[src/hw/rtl/bba_pkg.sv]
// block bitmap allocator: shared field widths, command/status/register codes
// and the controller-to-datapath command and status structs
// no dependencies
`default_nettype none

package bba_pkg;

    // field and register widths
    localparam int CMD_W      = 2;
    localparam int BLK_W      = 10;
    localparam int STAT_W     = 2;
    localparam int TOTAL_W    = 11;
    localparam int INODE_W    = 12;
    localparam int DATA_W     = 11;
    localparam int CFG_IDX_W  = 2;
    localparam int CFG_DATA_W = 12;

    // map word geometry
    localparam int WORD_W  = 32;
    localparam int WORD_SH = 5;

    // scan bound never exceeds what an 11-bit total_blocks can reach
    localparam int SCAN_CAP = 2048;
    localparam int LIM_W    = 12;

    // data region bounds: widest start plus widest length
    localparam int RGN_W = 13;

    // fixed blocks ahead of the data region (boot, super, log, map header)
    localparam int REGION_BIAS = 4;

    // commands
    localparam logic [CMD_W-1:0] CMD_ALLOC = 2'd0;
    localparam logic [CMD_W-1:0] CMD_FREE  = 2'd1;
    localparam logic [CMD_W-1:0] CMD_MARK  = 2'd2;

    // result status codes
    localparam logic [STAT_W-1:0] ST_OK           = 2'd0;
    localparam logic [STAT_W-1:0] ST_NO_FREE      = 2'd1;
    localparam logic [STAT_W-1:0] ST_INVALID      = 2'd2;
    localparam logic [STAT_W-1:0] ST_ALREADY_FREE = 2'd3;

    // configuration register indexes
    localparam logic [CFG_IDX_W-1:0] CFG_TOTAL = 2'd0;
    localparam logic [CFG_IDX_W-1:0] CFG_INODE = 2'd1;
    localparam logic [CFG_IDX_W-1:0] CFG_DATA  = 2'd2;

    // configuration reset values
    localparam logic [TOTAL_W-1:0] TOTAL_RST = 11'd1024;
    localparam logic [INODE_W-1:0] INODE_RST = 12'd200;
    localparam logic [DATA_W-1:0]  DATA_RST  = 11'd965;

    // controller to datapath
    typedef struct packed {
        logic start;     // latch the accepted beat, restart the scan
        logic scan;      // step the map scan
        logic update;    // write back the map word, form the result
        logic load_out;  // move the result into the output register
    } t_dp_cmd;

    // datapath to controller
    typedef struct packed {
        logic scan_hit;  // a clear bit was found this cycle
        logic scan_end;  // scan ran past the bound without a hit
    } t_dp_stat;

endpackage

`default_nettype wire

[src/hw/rtl/bba_ram.sv]
// generic single-port-write, single-read ram with registered read data
// no dependencies
`default_nettype none

module bba_ram #(
    parameter int WIDTH = 32,
    parameter int DEPTH = 32
) (
    input  logic                                      i_clk,
    input  logic                                      i_we,
    input  logic [((DEPTH > 1) ? $clog2(DEPTH) : 1)-1:0] i_waddr,
    input  logic [WIDTH-1:0]                          i_wdata,
    input  logic [((DEPTH > 1) ? $clog2(DEPTH) : 1)-1:0] i_raddr,
    output logic [WIDTH-1:0]                          o_rdata
);

    logic [WIDTH-1:0] r_mem [DEPTH];
    logic [WIDTH-1:0] r_rdata;

    // write port and registered read port
    always_ff @(posedge i_clk) begin
        if (i_we) begin
            r_mem[i_waddr] <= i_wdata;
        end
        r_rdata <= r_mem[i_raddr];
    end

    assign o_rdata = r_rdata;

endmodule

`default_nettype wire

[src/hw/rtl/bba_ctrl.sv]
// block bitmap allocator controller: sequences fetch, scan, write-back and reply
// depends on bba_pkg
`default_nettype none

module bba_ctrl (
    input  logic                         i_clk,
    input  logic                         i_rst_n,
    input  logic                         i_in_valid,
    output logic                         o_in_stall,
    input  logic [bba_pkg::CMD_W-1:0]    i_cmd,
    input  logic                         i_out_stall,
    output logic                         o_out_valid,
    input  bba_pkg::t_dp_stat            i_stat,
    output bba_pkg::t_dp_cmd             o_dp_cmd
);

    import bba_pkg::*;

    typedef enum logic [4:0] {
        S_IDLE   = 5'b00001,
        S_FETCH  = 5'b00010,
        S_SCAN   = 5'b00100,
        S_UPDATE = 5'b01000,
        S_REPLY  = 5'b10000
    } t_state;

    t_state r_state, n_state;
    logic   r_out_valid, n_out_valid;
    logic   in_take;
    logic   out_free;

    // handshake
    assign in_take     = i_in_valid && (r_state == S_IDLE);
    assign out_free    = !r_out_valid || !i_out_stall;
    assign o_in_stall  = (r_state != S_IDLE);
    assign o_out_valid = r_out_valid;

    // next state and datapath commands
    always_comb begin
        n_state  = r_state;
        o_dp_cmd = '0;
        unique case (r_state)
            S_IDLE: begin
                if (in_take) begin
                    o_dp_cmd.start = 1'b1;
                    n_state = (i_cmd == CMD_ALLOC) ? S_SCAN : S_FETCH;
                end
            end
            S_FETCH: begin
                n_state = S_UPDATE;
            end
            S_SCAN: begin
                o_dp_cmd.scan = 1'b1;
                if (i_stat.scan_hit || i_stat.scan_end) begin
                    n_state = S_UPDATE;
                end
            end
            S_UPDATE: begin
                o_dp_cmd.update = 1'b1;
                if (out_free) begin
                    o_dp_cmd.load_out = 1'b1;
                    n_state = S_IDLE;
                end else begin
                    n_state = S_REPLY;
                end
            end
            S_REPLY: begin
                if (out_free) begin
                    o_dp_cmd.load_out = 1'b1;
                    n_state = S_IDLE;
                end
            end
            default: begin
                n_state = S_IDLE;
            end
        endcase
    end

    // output beat valid
    assign n_out_valid = o_dp_cmd.load_out || (r_out_valid && i_out_stall);

    always_ff @(posedge i_clk) begin
        if (!i_rst_n) begin
            r_state     <= S_IDLE;
            r_out_valid <= 1'b0;
        end else begin
            r_state     <= n_state;
            r_out_valid <= n_out_valid;
        end
    end

`ifndef SYNTH
    // a waiting result is never overwritten
    a_no_overwrite: assert property (@(posedge i_clk) disable iff (!i_rst_n)
        o_dp_cmd.load_out |-> (!r_out_valid || !i_out_stall))
        else $error("result loaded over a stalled output beat");

    // hit and end of scan are exclusive
    a_scan_excl: assert property (@(posedge i_clk) disable iff (!i_rst_n)
        (r_state == S_SCAN) |-> !(i_stat.scan_hit && i_stat.scan_end))
        else $error("scan reported both hit and end");

    // write-back happens exactly once per item
    a_update_once: assert property (@(posedge i_clk) disable iff (!i_rst_n)
        (r_state == S_UPDATE) |=> (r_state != S_UPDATE))
        else $error("map write-back repeated");
`endif

endmodule

`default_nettype wire

[src/hw/rtl/bba_dp.sv]
// block bitmap allocator datapath: config registers, region bounds, used map
// ram with per-word valid bits, first-fit scan and result registers
// depends on bba_pkg and bba_ram
`default_nettype none

module bba_dp #(
    parameter int MAX_BLOCKS         = 1024,
    parameter int INODES_PER_BLOCK   = 8,
    parameter int BITS_PER_MAP_BLOCK = 4096
) (
    input  logic                            i_clk,
    input  logic                            i_rst_n,
    input  bba_pkg::t_dp_cmd                i_dp_cmd,
    output bba_pkg::t_dp_stat               o_stat,
    input  logic [bba_pkg::CMD_W-1:0]       i_cmd,
    input  logic [bba_pkg::BLK_W-1:0]       i_block_number,
    input  logic                            i_cfg_valid,
    input  logic [bba_pkg::CFG_IDX_W-1:0]   i_cfg_index,
    input  logic [bba_pkg::CFG_DATA_W-1:0]  i_cfg_data,
    output logic [bba_pkg::STAT_W-1:0]      o_status,
    output logic [bba_pkg::BLK_W-1:0]       o_allocated_block
);

    import bba_pkg::*;

    // map geometry; blocks past the scan cap are never reached
    localparam int SCAN_BLOCKS = (MAX_BLOCKS < SCAN_CAP) ? MAX_BLOCKS : SCAN_CAP;
    localparam int WORDS       = (SCAN_BLOCKS + WORD_W - 1) / WORD_W;
    localparam int AW          = (WORDS > 1) ? $clog2(WORDS) : 1;
    localparam int ICW         = $clog2(WORDS + 1);
    localparam int FW          = AW + WORD_SH;

    // reciprocal constants for the two region divisions
    localparam int INODE_SH  = INODE_W + $clog2(INODES_PER_BLOCK);
    localparam int INODE_RW  = INODE_W + 2;
    localparam int INODE_PW  = INODE_W + INODE_RW;
    localparam logic [INODE_RW-1:0] INODE_RCP = INODE_RW'(
        ((64'd1 << INODE_SH) + 64'(INODES_PER_BLOCK) - 64'd1) / 64'(INODES_PER_BLOCK));
    localparam int TOTAL_SH  = TOTAL_W + $clog2(BITS_PER_MAP_BLOCK);
    localparam int TOTAL_RW  = TOTAL_W + 2;
    localparam int TOTAL_PW  = TOTAL_W + TOTAL_RW;
    localparam logic [TOTAL_RW-1:0] TOTAL_RCP = TOTAL_RW'(
        ((64'd1 << TOTAL_SH) + 64'(BITS_PER_MAP_BLOCK) - 64'd1) / 64'(BITS_PER_MAP_BLOCK));

    // bound values that match the reset configuration
    localparam int INODE_Q_RST = int'(INODE_RST) / INODES_PER_BLOCK;
    localparam int TOTAL_Q_RST = int'(TOTAL_RST) / BITS_PER_MAP_BLOCK;
    localparam int FIRST_RST   = REGION_BIAS + INODE_Q_RST + TOTAL_Q_RST;
    localparam int LAST_RST    = FIRST_RST + int'(DATA_RST);

    function automatic logic [WORD_SH-1:0] f_lowest(input logic [WORD_W-1:0] vec);
        logic [WORD_SH-1:0] idx;
        idx = '0;
        for (int k = WORD_W - 1; k >= 0; k--) begin
            if (vec[k]) begin
                idx = WORD_SH'(k);
            end
        end
        return idx;
    endfunction

    // configuration
    logic [TOTAL_W-1:0] r_total_blocks;
    logic [INODE_W-1:0] r_inode_count;
    logic [DATA_W-1:0]  r_data_blocks;

    // region bound pipeline
    logic [INODE_PW-1:0] inode_prod;
    logic [TOTAL_PW-1:0] total_prod;
    logic [INODE_W-1:0]  r_inode_q;
    logic [TOTAL_W-1:0]  r_total_q;
    logic [RGN_W-1:0]    first_sum;
    logic [RGN_W-1:0]    r_first;
    logic [RGN_W-1:0]    r_last;

    // accepted beat
    logic [CMD_W-1:0] r_cmd;
    logic [BLK_W-1:0] r_blk;

    // map ram and valid bits
    logic [WORDS-1:0]  r_word_valid;
    logic              r_rd_valid;
    logic [AW-1:0]     ram_raddr;
    logic [WORD_W-1:0] ram_rdata;
    logic [WORD_W-1:0] rd_word;
    logic              ram_we;

    // scan
    logic [LIM_W-1:0]   limit;
    logic [LIM_W-1:0]   n_words;
    logic [LIM_W-1:0]   word_base;
    logic [LIM_W-1:0]   word_left;
    logic [WORD_W-1:0]  tail_mask;
    logic [WORD_W-1:0]  free_vec;
    logic [WORD_SH-1:0] hit_bit;
    logic               issue_more;
    logic               scan_hit;
    logic [ICW-1:0]     r_issue_cnt;
    logic               r_pend;
    logic [AW-1:0]      r_pend_addr;
    logic               r_hit;
    logic [AW-1:0]      r_hit_addr;
    logic [WORD_SH-1:0] r_hit_bit;
    logic [WORD_W-1:0]  r_hit_word;
    logic [FW-1:0]      found;

    // free and mark
    logic [AW-1:0]     blk_word;
    logic [WORD_W-1:0] blk_mask;
    logic              blk_ok;
    logic              rgn_blk;
    logic              rgn_found;

    // write-back and result
    logic              upd_we;
    logic [AW-1:0]     upd_waddr;
    logic [WORD_W-1:0] upd_wdata;
    logic [STAT_W-1:0] upd_status;
    logic [BLK_W-1:0]  upd_block;
    logic [STAT_W-1:0] r_res_status;
    logic [BLK_W-1:0]  r_res_block;
    logic [STAT_W-1:0] r_out_status;
    logic [BLK_W-1:0]  r_out_block;

    // configuration writes
    always_ff @(posedge i_clk) begin
        if (!i_rst_n) begin
            r_total_blocks <= TOTAL_RST;
            r_inode_count  <= INODE_RST;
            r_data_blocks  <= DATA_RST;
        end else if (i_cfg_valid) begin
            unique case (i_cfg_index)
                CFG_TOTAL: r_total_blocks <= i_cfg_data[TOTAL_W-1:0];
                CFG_INODE: r_inode_count  <= i_cfg_data[INODE_W-1:0];
                CFG_DATA:  r_data_blocks  <= i_cfg_data[DATA_W-1:0];
                default: begin
                end
            endcase
        end
    end

    // region bounds: divide by reciprocal multiply, then sum
    assign inode_prod = INODE_PW'(r_inode_count) * INODE_PW'(INODE_RCP);
    assign total_prod = TOTAL_PW'(r_total_blocks) * TOTAL_PW'(TOTAL_RCP);
    assign first_sum  = RGN_W'(REGION_BIAS) + RGN_W'(r_inode_q) + RGN_W'(r_total_q);

    always_ff @(posedge i_clk) begin
        if (!i_rst_n) begin
            r_inode_q <= INODE_W'(INODE_Q_RST);
            r_total_q <= TOTAL_W'(TOTAL_Q_RST);
            r_first   <= RGN_W'(FIRST_RST);
            r_last    <= RGN_W'(LAST_RST);
        end else begin
            r_inode_q <= INODE_W'(inode_prod >> INODE_SH);
            r_total_q <= TOTAL_W'(total_prod >> TOTAL_SH);
            r_first   <= first_sum;
            r_last    <= first_sum + RGN_W'(r_data_blocks);
        end
    end

    // accepted beat
    always_ff @(posedge i_clk) begin
        if (i_dp_cmd.start) begin
            r_cmd <= i_cmd;
            r_blk <= i_block_number;
        end
    end

    // map read: scan address while scanning, else the addressed block's word
    assign blk_word  = AW'(r_blk >> WORD_SH);
    assign blk_mask  = WORD_W'(1) << r_blk[WORD_SH-1:0];
    assign ram_raddr = i_dp_cmd.scan ? AW'(r_issue_cnt) : blk_word;
    assign rd_word   = r_rd_valid ? ram_rdata : '0;

    bba_ram #(
        .WIDTH (WORD_W),
        .DEPTH (WORDS)
    ) u_map (
        .i_clk   (i_clk),
        .i_we    (ram_we),
        .i_waddr (upd_waddr),
        .i_wdata (upd_wdata),
        .i_raddr (ram_raddr),
        .o_rdata (ram_rdata)
    );

    // a word never written reads as all free
    always_ff @(posedge i_clk) begin
        if (!i_rst_n) begin
            r_word_valid <= '0;
            r_rd_valid   <= 1'b0;
        end else begin
            r_rd_valid <= (32'(ram_raddr) < 32'(WORDS)) && r_word_valid[ram_raddr];
            if (ram_we) begin
                r_word_valid[upd_waddr] <= 1'b1;
            end
        end
    end

    // scan bound and per-word tail mask
    assign limit      = (LIM_W'(r_total_blocks) < LIM_W'(SCAN_BLOCKS))
                        ? LIM_W'(r_total_blocks) : LIM_W'(SCAN_BLOCKS);
    assign n_words    = (limit + LIM_W'(WORD_W - 1)) >> WORD_SH;
    assign word_base  = LIM_W'(r_pend_addr) << WORD_SH;
    assign word_left  = limit - word_base;
    assign tail_mask  = (word_left >= LIM_W'(WORD_W)) ? '1
                        : ((WORD_W'(1) << word_left[WORD_SH-1:0]) - WORD_W'(1));
    assign free_vec   = ~rd_word & tail_mask;
    assign hit_bit    = f_lowest(free_vec);
    assign issue_more = LIM_W'(r_issue_cnt) < n_words;
    assign scan_hit   = r_pend && (|free_vec);

    assign o_stat.scan_hit = scan_hit;
    assign o_stat.scan_end = !issue_more && !scan_hit;

    // scan: read one word per cycle, test the word read the cycle before
    always_ff @(posedge i_clk) begin
        if (!i_rst_n) begin
            r_issue_cnt <= '0;
            r_pend      <= 1'b0;
            r_hit       <= 1'b0;
        end else if (i_dp_cmd.start) begin
            r_issue_cnt <= '0;
            r_pend      <= 1'b0;
            r_hit       <= 1'b0;
        end else if (i_dp_cmd.scan) begin
            if (issue_more) begin
                r_issue_cnt <= r_issue_cnt + ICW'(1);
                r_pend      <= 1'b1;
                r_pend_addr <= AW'(r_issue_cnt);
            end else begin
                r_pend <= 1'b0;
            end
            if (scan_hit) begin
                r_hit      <= 1'b1;
                r_hit_addr <= r_pend_addr;
                r_hit_bit  <= hit_bit;
                r_hit_word <= rd_word | (WORD_W'(1) << hit_bit);
            end
        end
    end

    // region checks
    assign found     = {r_hit_addr, r_hit_bit};
    assign blk_ok    = 32'(r_blk) < 32'(MAX_BLOCKS);
    assign rgn_blk   = (RGN_W'(r_blk) >= r_first) && (RGN_W'(r_blk) < r_last);
    assign rgn_found = (RGN_W'(found) >= r_first) && (RGN_W'(found) < r_last);

    // write-back word and result per command
    always_comb begin
        upd_we     = 1'b0;
        upd_waddr  = blk_word;
        upd_wdata  = rd_word;
        upd_status = ST_INVALID;
        upd_block  = '0;
        unique case (r_cmd)
            CMD_ALLOC: begin
                if (r_hit) begin
                    upd_we     = 1'b1;
                    upd_waddr  = r_hit_addr;
                    upd_wdata  = r_hit_word;
                    upd_status = rgn_found ? ST_OK : ST_INVALID;
                    upd_block  = BLK_W'(found);
                end else begin
                    upd_status = ST_NO_FREE;
                end
            end
            CMD_FREE: begin
                if (blk_ok && rgn_blk) begin
                    upd_we     = 1'b1;
                    upd_wdata  = rd_word & ~blk_mask;
                    upd_status = (|(rd_word & blk_mask)) ? ST_OK : ST_ALREADY_FREE;
                end
            end
            CMD_MARK: begin
                if (blk_ok) begin
                    upd_we     = 1'b1;
                    upd_wdata  = rd_word | blk_mask;
                    upd_status = ST_OK;
                end
            end
            default: begin
                upd_status = ST_INVALID;
            end
        endcase
    end

    assign ram_we = i_dp_cmd.update && upd_we;

    // result hold and output register
    always_ff @(posedge i_clk) begin
        if (i_dp_cmd.update) begin
            r_res_status <= upd_status;
            r_res_block  <= upd_block;
        end
        if (i_dp_cmd.load_out) begin
            r_out_status <= i_dp_cmd.update ? upd_status : r_res_status;
            r_out_block  <= i_dp_cmd.update ? upd_block : r_res_block;
        end
    end

    assign o_status          = r_out_status;
    assign o_allocated_block = r_out_block;

`ifndef SYNTH
    // map writes stay inside the map
    a_waddr_range: assert property (@(posedge i_clk) disable iff (!i_rst_n)
        ram_we |-> (32'(upd_waddr) < 32'(WORDS)))
        else $error("map write beyond last word");

    // data region end never wraps below its start
    a_region_order: assert property (@(posedge i_clk) disable iff (!i_rst_n)
        r_last >= r_first)
        else $error("data region bounds out of order");

    // a hit lies below the scan bound
    a_hit_bound: assert property (@(posedge i_clk) disable iff (!i_rst_n)
        (i_dp_cmd.scan && scan_hit) |-> ((LIM_W'(r_pend_addr) << WORD_SH)
            + LIM_W'(hit_bit) < limit))
        else $error("scan hit past total_blocks");
`endif

endmodule

`default_nettype wire

[src/hw/rtl/block_bitmap_allocator.sv]
// First-fit block bitmap allocator. One beat in gives one beat out. Free, mark
// and the unused command fetch the addressed map word, then form the result
// and write the word back where the command is valid. Allocate reads the used
// map one 32-bit word per cycle from its ram and tests each word the cycle
// after; the scan ends at the first hit or when the words below
// min(total_blocks, MAX_BLOCKS) run out. The next beat is accepted the cycle
// after the result enters the output register, which holds it while the
// output is stalled. The map reads as all free after reset with no clearing
// pass. Configuration writes are always taken; region bounds settle through
// the quotient and bound registers after a write.
// depends on bba_pkg, bba_ctrl, bba_dp, bba_ram
`default_nettype none

module block_bitmap_allocator #(
    parameter int MAX_BLOCKS         = 1024,
    parameter int INODES_PER_BLOCK   = 8,
    parameter int BITS_PER_MAP_BLOCK = 4096
) (
    input  logic                            i_clk,
    input  logic                            i_rst_n,
    input  logic                            i_in_valid,
    output logic                            o_in_stall,
    input  logic [bba_pkg::CMD_W-1:0]       i_cmd,
    input  logic [bba_pkg::BLK_W-1:0]       i_block_number,
    output logic                            o_out_valid,
    input  logic                            i_out_stall,
    output logic [bba_pkg::STAT_W-1:0]      o_status,
    output logic [bba_pkg::BLK_W-1:0]       o_allocated_block,
    input  logic                            i_cfg_valid,
    output logic                            o_cfg_ready,
    input  logic [bba_pkg::CFG_IDX_W-1:0]   i_cfg_index,
    input  logic [bba_pkg::CFG_DATA_W-1:0]  i_cfg_data
);

    import bba_pkg::*;

    t_dp_cmd  dp_cmd;
    t_dp_stat dp_stat;

    // configuration registers accept a beat every cycle
    assign o_cfg_ready = 1'b1;

    // sequencer
    bba_ctrl u_ctrl (
        .i_clk       (i_clk),
        .i_rst_n     (i_rst_n),
        .i_in_valid  (i_in_valid),
        .o_in_stall  (o_in_stall),
        .i_cmd       (i_cmd),
        .i_out_stall (i_out_stall),
        .o_out_valid (o_out_valid),
        .i_stat      (dp_stat),
        .o_dp_cmd    (dp_cmd)
    );

    // map, scan and result datapath
    bba_dp #(
        .MAX_BLOCKS         (MAX_BLOCKS),
        .INODES_PER_BLOCK   (INODES_PER_BLOCK),
        .BITS_PER_MAP_BLOCK (BITS_PER_MAP_BLOCK)
    ) u_dp (
        .i_clk             (i_clk),
        .i_rst_n           (i_rst_n),
        .i_dp_cmd          (dp_cmd),
        .o_stat            (dp_stat),
        .i_cmd             (i_cmd),
        .i_block_number    (i_block_number),
        .i_cfg_valid       (i_cfg_valid && o_cfg_ready),
        .i_cfg_index       (i_cfg_index),
        .i_cfg_data        (i_cfg_data),
        .o_status          (o_status),
        .o_allocated_block (o_allocated_block)
    );

endmodule

`default_nettype wire

[config.mk]
export PLATFORM = sky130hd
export DESIGN_NAME = block_bitmap_allocator
export DESIGN_NICKNAME = d
export VERILOG_FILES = /design/src/hw/rtl/bba_pkg.sv /design/src/hw/rtl/bba_ram.sv /design/src/hw/rtl/bba_ctrl.sv /design/src/hw/rtl/bba_dp.sv /design/src/hw/rtl/block_bitmap_allocator.sv
export SDC_FILE = /design/constraint.sdc
export NUM_CORES = 2
export LEC_CHECK = 0
export CAP_MARGIN = 20
export CORE_UTILIZATION = 55
export DETAILED_ROUTE_END_ITERATION = 6
export DONT_BUFFER_PORTS = 1
export GPL_ROUTABILITY_DRIVEN = 0
export PLACE_DENSITY = 0.73
export SLEW_MARGIN = 30
export SYNTH_ARGS = -nofsm -noshare
export SYNTH_HDL_FRONTEND = slang
export SYNTH_HIERARCHICAL = 1
export SYNTH_SLANG_ARGS = --single-unit
[constraint.sdc]
create_clock -name i_clk -period 5.4 [get_ports i_clk]
set_input_delay 0.27 -clock i_clk [delete_from_list [all_inputs] [get_ports i_clk]]
set_output_delay 0.27 -clock i_clk [all_outputs]
set_load 0.02 [all_outputs]
; ---- Word-level counts from Yosys, hierarchy flattened
; Memories as Yosys holds them, arrays and structs flattened. A register that Yosys moved wholly into a read port is not among the register bits.
; Cells that the tools add are included.
; W data, S select, Z words.
[word_totals]
wordCells = 169
in_bits = 31
mem_count = 1
mem_bits_rw = 1024
register_bits = 202
out_inout_bits = 15
[memory_table]
columns = name, depth, width, read_ports, rd_ports_with_merged_regs, wr, line
row1 = u_dp.u_map.r_mem, 32, 32, 1, 1, 1, bba_ram.sv:17  ; logic [WIDTH-1:0] r_mem [DEPTH];
[op_classes]
n_mux = 72
n_addsub = 6
order_cmp = 10
reduce_logical = 30
eq_ne = 13
bitwise = 10
shift = 3
[ops]
columns = operator, n
row1 = $mux W5, 39
row2 = $mux W32, 4
row3 = $and A32 B32 Y32, 3
row4 = $or A32 B32 Y32, 3
row5 = $pmux W32 S3, 1
row6 = $shl A1 B5 Y32 const A, 3
row7 = $not A32 Y32, 2
row8 = $reduce_or A32 Y1, 2
row9 = $sub A32 B1 Y32 const B, 1
row10 = $mux W10, 3
row11 = $ge A10 B13 Y1, 2
row12 = $lt A10 B13 Y1, 2
row13 = $pmux W5 S5, 1
row14 = $add A13 B11 Y13, 1
row15 = $add A3 B12 Y13 const A, 1
row16 = $mux W1, 13
row17 = $add A12 B5 Y12 const B, 1
row18 = $ge A12 B6 Y1 const B, 1
row19 = $lt A5 B6 Y1 const B, 2
row20 = $sub A12 B10 Y12, 1
row21 = $lt A11 B11 Y1 const B, 1
row22 = $mux W11, 1
row23 = $mux W2, 5
row24 = $reduce_and A2 Y1, 5
row25 = 25 further kinds, 46

; ---- Depth between registers and ports, before layout
[logic_depth]
depth_word = 41
ltp_mapped = 21
depth_no_buf = 14

; ---- Modules after synthesis
; The synthesis kept the hierarchy.
[by_module_without_submodules]
columns = mod, instances, seq_area_each_um2, area_each_um2, cells_each
row1 = bba_ram, 1, 31390.1, 40492.6, 2260
row2 = bba_dp, 1, 4434.3, 11850.1, 1409
row3 = bba_ctrl, 1, 120.1, 342.8, 38
row4 = block_bitmap_allocator, 1, 0.0, 11.3, 2

; ---- Least setup slack after synthesis
; Ideal clock, no wire load.
[synth_timing]
path_kind = reg-to-reg
startpoint = reg u_dp.r_total_blocks[10]
endpoint = reg u_dp.r_hit_addr[0], enable pin
n_path_buf = 6
required_ns = 4.959
setup_ns = 0.441
path_stages_with_launch = 20
period_less_slack_ns = 5.987
slack_ns = -0.587
arrival_ns = 5.545
cell_sequence = dfxtp_1 > buf_2 > buf_2 > buf_2 > clkbuf_1 > clkbuf_1 > nand2b_1 > inv_1 > ha_1 > nand3b_1 > and4b_2 > o211ai_4 > clkbuf_1 > o21ai_0 > and2_1 > nor3b_1 > and2_1 > a31oi_1 > nand2_1 > nor2_1
[synth_between]
elab_chain_len = 10
word_cells_on_any_way = 11
cone_classes = add/sub (2) / order compare (2) / shift (1) / mux (2) / bitwise (1) / reduce/logical (3)
[synth_lines]
columns = item, line
row1 = from (decl), bba_dp.sv:63  ; logic [TOTAL_W-1:0] r_total_blocks;
row2 = from (signal assigned), bba_dp.sv:133  ; CFG_TOTAL: r_total_blocks <= i_cfg_data[TOTAL_W-1:0];
row3 = $lt A11 B11 Y1, bba_dp.sv:201  ; assign limit = (LIM_W'(r_total_blocks) < LIM_W'(SCAN_BLOCKS))
row4 = $mux W11 *, bba_dp.sv:202  ; ? LIM_W'(r_total_blocks) : LIM_W'(SCAN_BLOCKS);
row5 = $sub A12 B10 Y12 *, bba_dp.sv:205  ; assign word_left = limit - word_base;
row6 = $shl A1 B5 Y32, bba_dp.sv:207  ; : ((WORD_W'(1) << word_left[WORD_SH-1:0]) - WORD_W'(1));
row7 = $sub A32 B1 Y32, bba_dp.sv:207
row8 = $mux W32 *, bba_dp.sv:206  ; assign tail_mask = (word_left >= LIM_W'(WORD_W)) ? '1
row9 = $and A32 B32 Y32 *, bba_dp.sv:208  ; assign free_vec = ~rd_word & tail_mask;
row10 = $reduce_or A32 Y1 *, bba_dp.sv:211  ; assign scan_hit = r_pend && (|free_vec);
row11 = $logic_and A1 B1 Y1 *, bba_dp.sv:211
row12 = net u_dp.scan_hit, bba_dp.sv:97  ; logic scan_hit;
row13 = $reduce_and A4 Y1 (no source line) *, --
row14 = to (signal assigned), bba_dp.sv:236  ; r_hit_addr <= r_pend_addr;
row15 = to (decl), bba_dp.sv:102  ; logic [AW-1:0] r_hit_addr;
; The timed path passes the listed nets; every way through them passes the cells marked *.
; A chain may end at the register's enable or synchronous reset.

==> impl_results.md <==
* Net count after synthesis at 3803
* Clock Latency Late Sink at 0.73 ns
* CP required at 5.74 ns
* Die Height at 312 µm
* Detailed router's first-iteration violation count at 4043
* Buffers from clock root to sink, at most at 3
* Buf/Inv on CP at 4
* Total power per unit cell area at 371 mW/mm²
* Total gr overflow at 0
* Clock edge transition at the registers on the reported setup and hold paths at 0.07 ns
* Hold Vio Cnt, Final at 0
* Maximum number of pins on one net before global-route repair at 85
* Leading cell types in the layout, fill and taps excluded: sky130_fd_sc_hd__edfxtp_1 (1095), sky130_fd_sc_hd__mux2i_1 (553), sky130_fd_sc_hd__nand2_1 (238), sky130_fd_sc_hd__a21oi_1 (162), sky130_fd_sc_hd__nand3_1 (154)
* #FFs+latches synth at 1248
* Area of placed instances at 0.0553 mm²
* Horizontal extent of the die at 312 µm
* Area grow syn2layout at 13.7%
* Critical path startpoint category: flop
* Dominant delay contributor by cell family on the critical path: compound AO/OA/AOI/OAI gates
* CP Cell Sequence: nor2_1 > a21oi_1 > ha_1 > buf_4 > clkinv_1 > a21o_1 > xnor2_1 > a211oi_1 > a31oi_1 > nor3b_1 > and2_1 > a31oi_1 > buf_4 > nand2_1 > nor2_4 > buf_4
* Crit path capture type: flop
* Share of synthesized area occupied by flip-flops and latches at 68.2%
* Worst min path class: input port to flop
* Leading cell type in the layout, fill and taps excluded: sky130_fd_sc_hd__edfxtp_1
* Most area-consuming cells after synthesis: sky130_fd_sc_hd__edfxtp_1 (62%), sky130_fd_sc_hd__mux2i_1 (11%), sky130_fd_sc_hd__dfxtp_1 (5.8%)
* Antenna Nets Post-Route at 0
* Post CTS Setup Buffer Count at 0
* Clock skew at 0.0429 ns
* Total via count after detailed routing at 32637
* Tightest Pin Transition at 1.03 ns
* Max Slew Vio Count at 0
* Pleak at 21.3 nW
* Detailed Route WL at 133000 µm
* Core Footprint at 0.0950 mm²
* Period utilisation layout at 92.8%
* Final setup vio count at 0
* Clock net sink count at 1248
* Slowest cell on the critical path: sky130_fd_sc_hd__dfxtp_1
* Port Buffer Count at 0
* Initial Util at 55.5%
* Final #Nets at 3892
* Final worst path period need at 5.01 ns
* Cell Area, Synth at 0.0527 mm²
* Top-level port count at 46
* Primary FF master, synth: sky130_fd_sc_hd__edfxtp_1
* Yosys warns at 6
* Number of core rows at 113
* CP startpoint: u_dp/r_total_blocks[0]
* Run status: finished, violations left
* Worst voltage drop across the vdd grid at 0.000347 V
* Post-synthesis average cell area at 14.2 µm²
* Highest achievable clock rate at 200 MHz
* RSZ-0062 raised after global routing: no
* Count of TritonRoute iterations in the first routing pass at 7
* Violations in the final reports: DRC
* HPWL after detailed placement at 83200 µm
* Worst-path maximum fanout at 35
* Global-route wire length before repair at 198000 µm
* Class of the most critical setup path: flop to flop
* Biggest cell delay along the critical path at 0.71 ns
* Async S/R FF share, synth at 0%
* Fin area at 0.0599 mm²
* Syn Inst Count at 3709
* Setup tns final at 0 ns
* Worst endpoint data arrival time at 5.35 ns
* Max-Slew Margin vs Limit at 31.0%
* Die area at 0.0971 mm²
* Number of distinct library cell variants in the gate-level netlist after synthesis at 88
* Vias in the first global route at 31565
* DRC errors left at 3
* Library cell used as clock root buffer: sky130_fd_sc_hd__clkbuf_16
* Number of enable-type register cells in the synthesized netlist at 1095
* Area leader, netlist: sky130_fd_sc_hd__edfxtp_1
* Synth top area share at 62.4%
* Deepest level of the CTS H-tree at 3
* Reg2reg start: u_dp/r_total_blocks[0]
* Fraction of final layout cells sized beyond drive strength 1 at 11.1%
* Cell with the most instances on the worst path: sky130_fd_sc_hd__buf_4
* Number of maximum-capacitance violations at 0
* Routed len/inst at 25.7 µm
* Initial antenna violation count at 5
* Worst hold start: i_cfg_valid
* CTS tree: yes
* Via density per instance at 6.31
* Overall fraction of global-route tracks in use at 27.0%
* Number of buffers created by CTS at 121
## cell type report
cell class,count,area [µm²]
fillers,6823,35100
clock inverters,87,1050
diodes,3,7.51
repair buffers,185,2130
clock buffers,144,3170
flip-flops and latches,1248,35900
well taps,1265,1580
inverters,64,248
multi-input cells,2178,15800
## through the flow
| step | total power [W] | setup WS (ns) | util (%) | cells | hold WS [ns] |
|---|---|---|---|---|---|
| 6_report | 0.0222 | 0.388 | 63.0 | 5174 | 0.0633 |
| 3_3_place_gp | 0.0135 | 0.472 | 57.5 | 4881 | 0.353 |
| 3_5_place_dp | 0.0135 | 0.433 | 58.2 | 4905 | 0.354 |
| 2_1_floorplan | 0.0126 | 0.104 | - | 3709 | 0.369 |
| 5_1_grt | 0.0229 | 0.110 | 63.0 | 5173 | 0.0683 |
| 4_1_cts | 0.0223 | 0.402 | 63.0 | 5171 | 0.0211 |
## registers in the layout (all words and copies together) (netlist names), 2 cells and up
signal                  flops
u_dp/o_allocated_block     10
u_dp/r_hit_bit              5
u_dp/r_total_blocks        11
u_dp/r_pend_addr            5
u_dp/u_map/o_rdata         32
u_dp/r_hit_addr             5
u_dp/r_data_blocks         11
u_dp/r_res_status           2
u_dp/o_status               2
u_dp/r_inode_q              9
u_dp/r_first               10
u_dp/r_cmd                  2
u_dp/r_inode_count          9
u_dp/r_last                12
u_dp/r_res_block           10
u_dp/r_issue_cnt            6
u_dp/r_blk                 10
u_dp/u_map/r_mem         1024
u_dp/r_word_valid          32
u_ctrl/r_state              5
u_dp/r_hit_word            32
## Yosys cell counts (11+ instances only)
| library cell | number |
|---|---|
| sky130_fd_sc_hd__inv_1 | 60 |
| sky130_fd_sc_hd__xor2_1 | 14 |
| sky130_fd_sc_hd__a21o_1 | 17 |
| sky130_fd_sc_hd__o21a_1 | 33 |
| sky130_fd_sc_hd__dfxtp_1 | 153 |
| sky130_fd_sc_hd__edfxtp_1 | 1095 |
| sky130_fd_sc_hd__nor2b_1 | 20 |
| sky130_fd_sc_hd__a21boi_0 | 15 |
| sky130_fd_sc_hd__o22ai_1 | 20 |
| sky130_fd_sc_hd__nor3_1 | 65 |
| sky130_fd_sc_hd__buf_4 | 37 |
| sky130_fd_sc_hd__nand2b_1 | 31 |
| sky130_fd_sc_hd__buf_6 | 15 |
| sky130_fd_sc_hd__xnor2_1 | 14 |
| sky130_fd_sc_hd__mux2i_1 | 554 |
| sky130_fd_sc_hd__o31ai_1 | 11 |
| sky130_fd_sc_hd__a31oi_1 | 71 |
| sky130_fd_sc_hd__a22oi_1 | 100 |
| sky130_fd_sc_hd__nand2_1 | 239 |
| sky130_fd_sc_hd__a211oi_1 | 13 |
| sky130_fd_sc_hd__o21ai_0 | 122 |
| sky130_fd_sc_hd__and2_1 | 24 |
| sky130_fd_sc_hd__ha_1 | 61 |
| sky130_fd_sc_hd__buf_1 | 17 |
| sky130_fd_sc_hd__a21oi_1 | 163 |
| sky130_fd_sc_hd__nand3_1 | 154 |
| sky130_fd_sc_hd__clkbuf_1 | 114 |
| sky130_fd_sc_hd__and3_1 | 13 |
| sky130_fd_sc_hd__nor2_1 | 171 |
| sky130_fd_sc_hd__buf_2 | 34 |
| sky130_fd_sc_hd__a22o_1 | 98 |
## final timing paths
kind | to | slack, ns | depth (start not counted)
setup / recovery | u_dp/r_hit_word[30] | 0.39 | 16
hold reg to reg | u_dp/r_inode_q[0] | 0.47 | 1
setup reg to reg | u_dp/r_hit_word[30] | 0.39 | 16
hold / removal | u_dp/r_data_blocks[4] | 0.06 | 3
## cells by family (layout without fill, tap and decap cells)
kind of cell,count (synthesis),count (layout),synth area share (%)
DFF,1248,1248,68.2
buffers and inverters,283,480,2.59
muxes,561,561,10.7
xor gates and xnor gates,29,29,0.496
and+or+nand+nor,793,793,7.16
AOI/OAI and AO/OA,731,731,9.30
adders and majority gates,63,63,1.52
other,1,4,0.00712
## where the power goes
part | total (W) | switching [W] | leakage [nW] | internal, W
clock | 0.00883 | 0.00366 | 2.05 | 0.00517
combinational | 0.00248 | 0.00167 | 8.00 | 0.000805
sequential | 0.0109 | 0.000140 | 11.3 | 0.0108
## worst register-to-register path, cell delays in order (launching register included)
cell and delay, ns:
sky130_fd_sc_hd__dfxtp_1 0.71, sky130_fd_sc_hd__nor2_1 0.24, sky130_fd_sc_hd__a21oi_1 0.37, sky130_fd_sc_hd__ha_1 0.39, sky130_fd_sc_hd__buf_4 0.28, sky130_fd_sc_hd__clkinv_1 0.26
sky130_fd_sc_hd__a21o_1 0.27, sky130_fd_sc_hd__xnor2_1 0.18, sky130_fd_sc_hd__a211oi_1 0.11, sky130_fd_sc_hd__a31oi_1 0.26, sky130_fd_sc_hd__nor3b_1 0.12, sky130_fd_sc_hd__and2_1 0.20
sky130_fd_sc_hd__a31oi_1 0.26, sky130_fd_sc_hd__buf_4 0.19, sky130_fd_sc_hd__nand2_1 0.10, sky130_fd_sc_hd__nor2_4 0.23, sky130_fd_sc_hd__buf_4 0.45
## layer usage
metal | vias to the layer above | routed length (µm) | global-route usage (%)
met5 | - | 27 | 0
met4 | 4 | 4350 | 8.73
met3 | 296 | 11600 | 4.83
met1 | 16265 | 55400 | 38.3
met2 | 1579 | 61800 | 42.6
li1 | 14493 | - | -
## repair_timing
item | in CTS | in global routing
endpoints found under the setup margin | 0 | 25
gates resized for setup | 0 | 1
endpoints found under the hold margin | 121 | 0
hold buffers | 35 | 0
No activity file was read; power rests on OpenSTA's default activity.
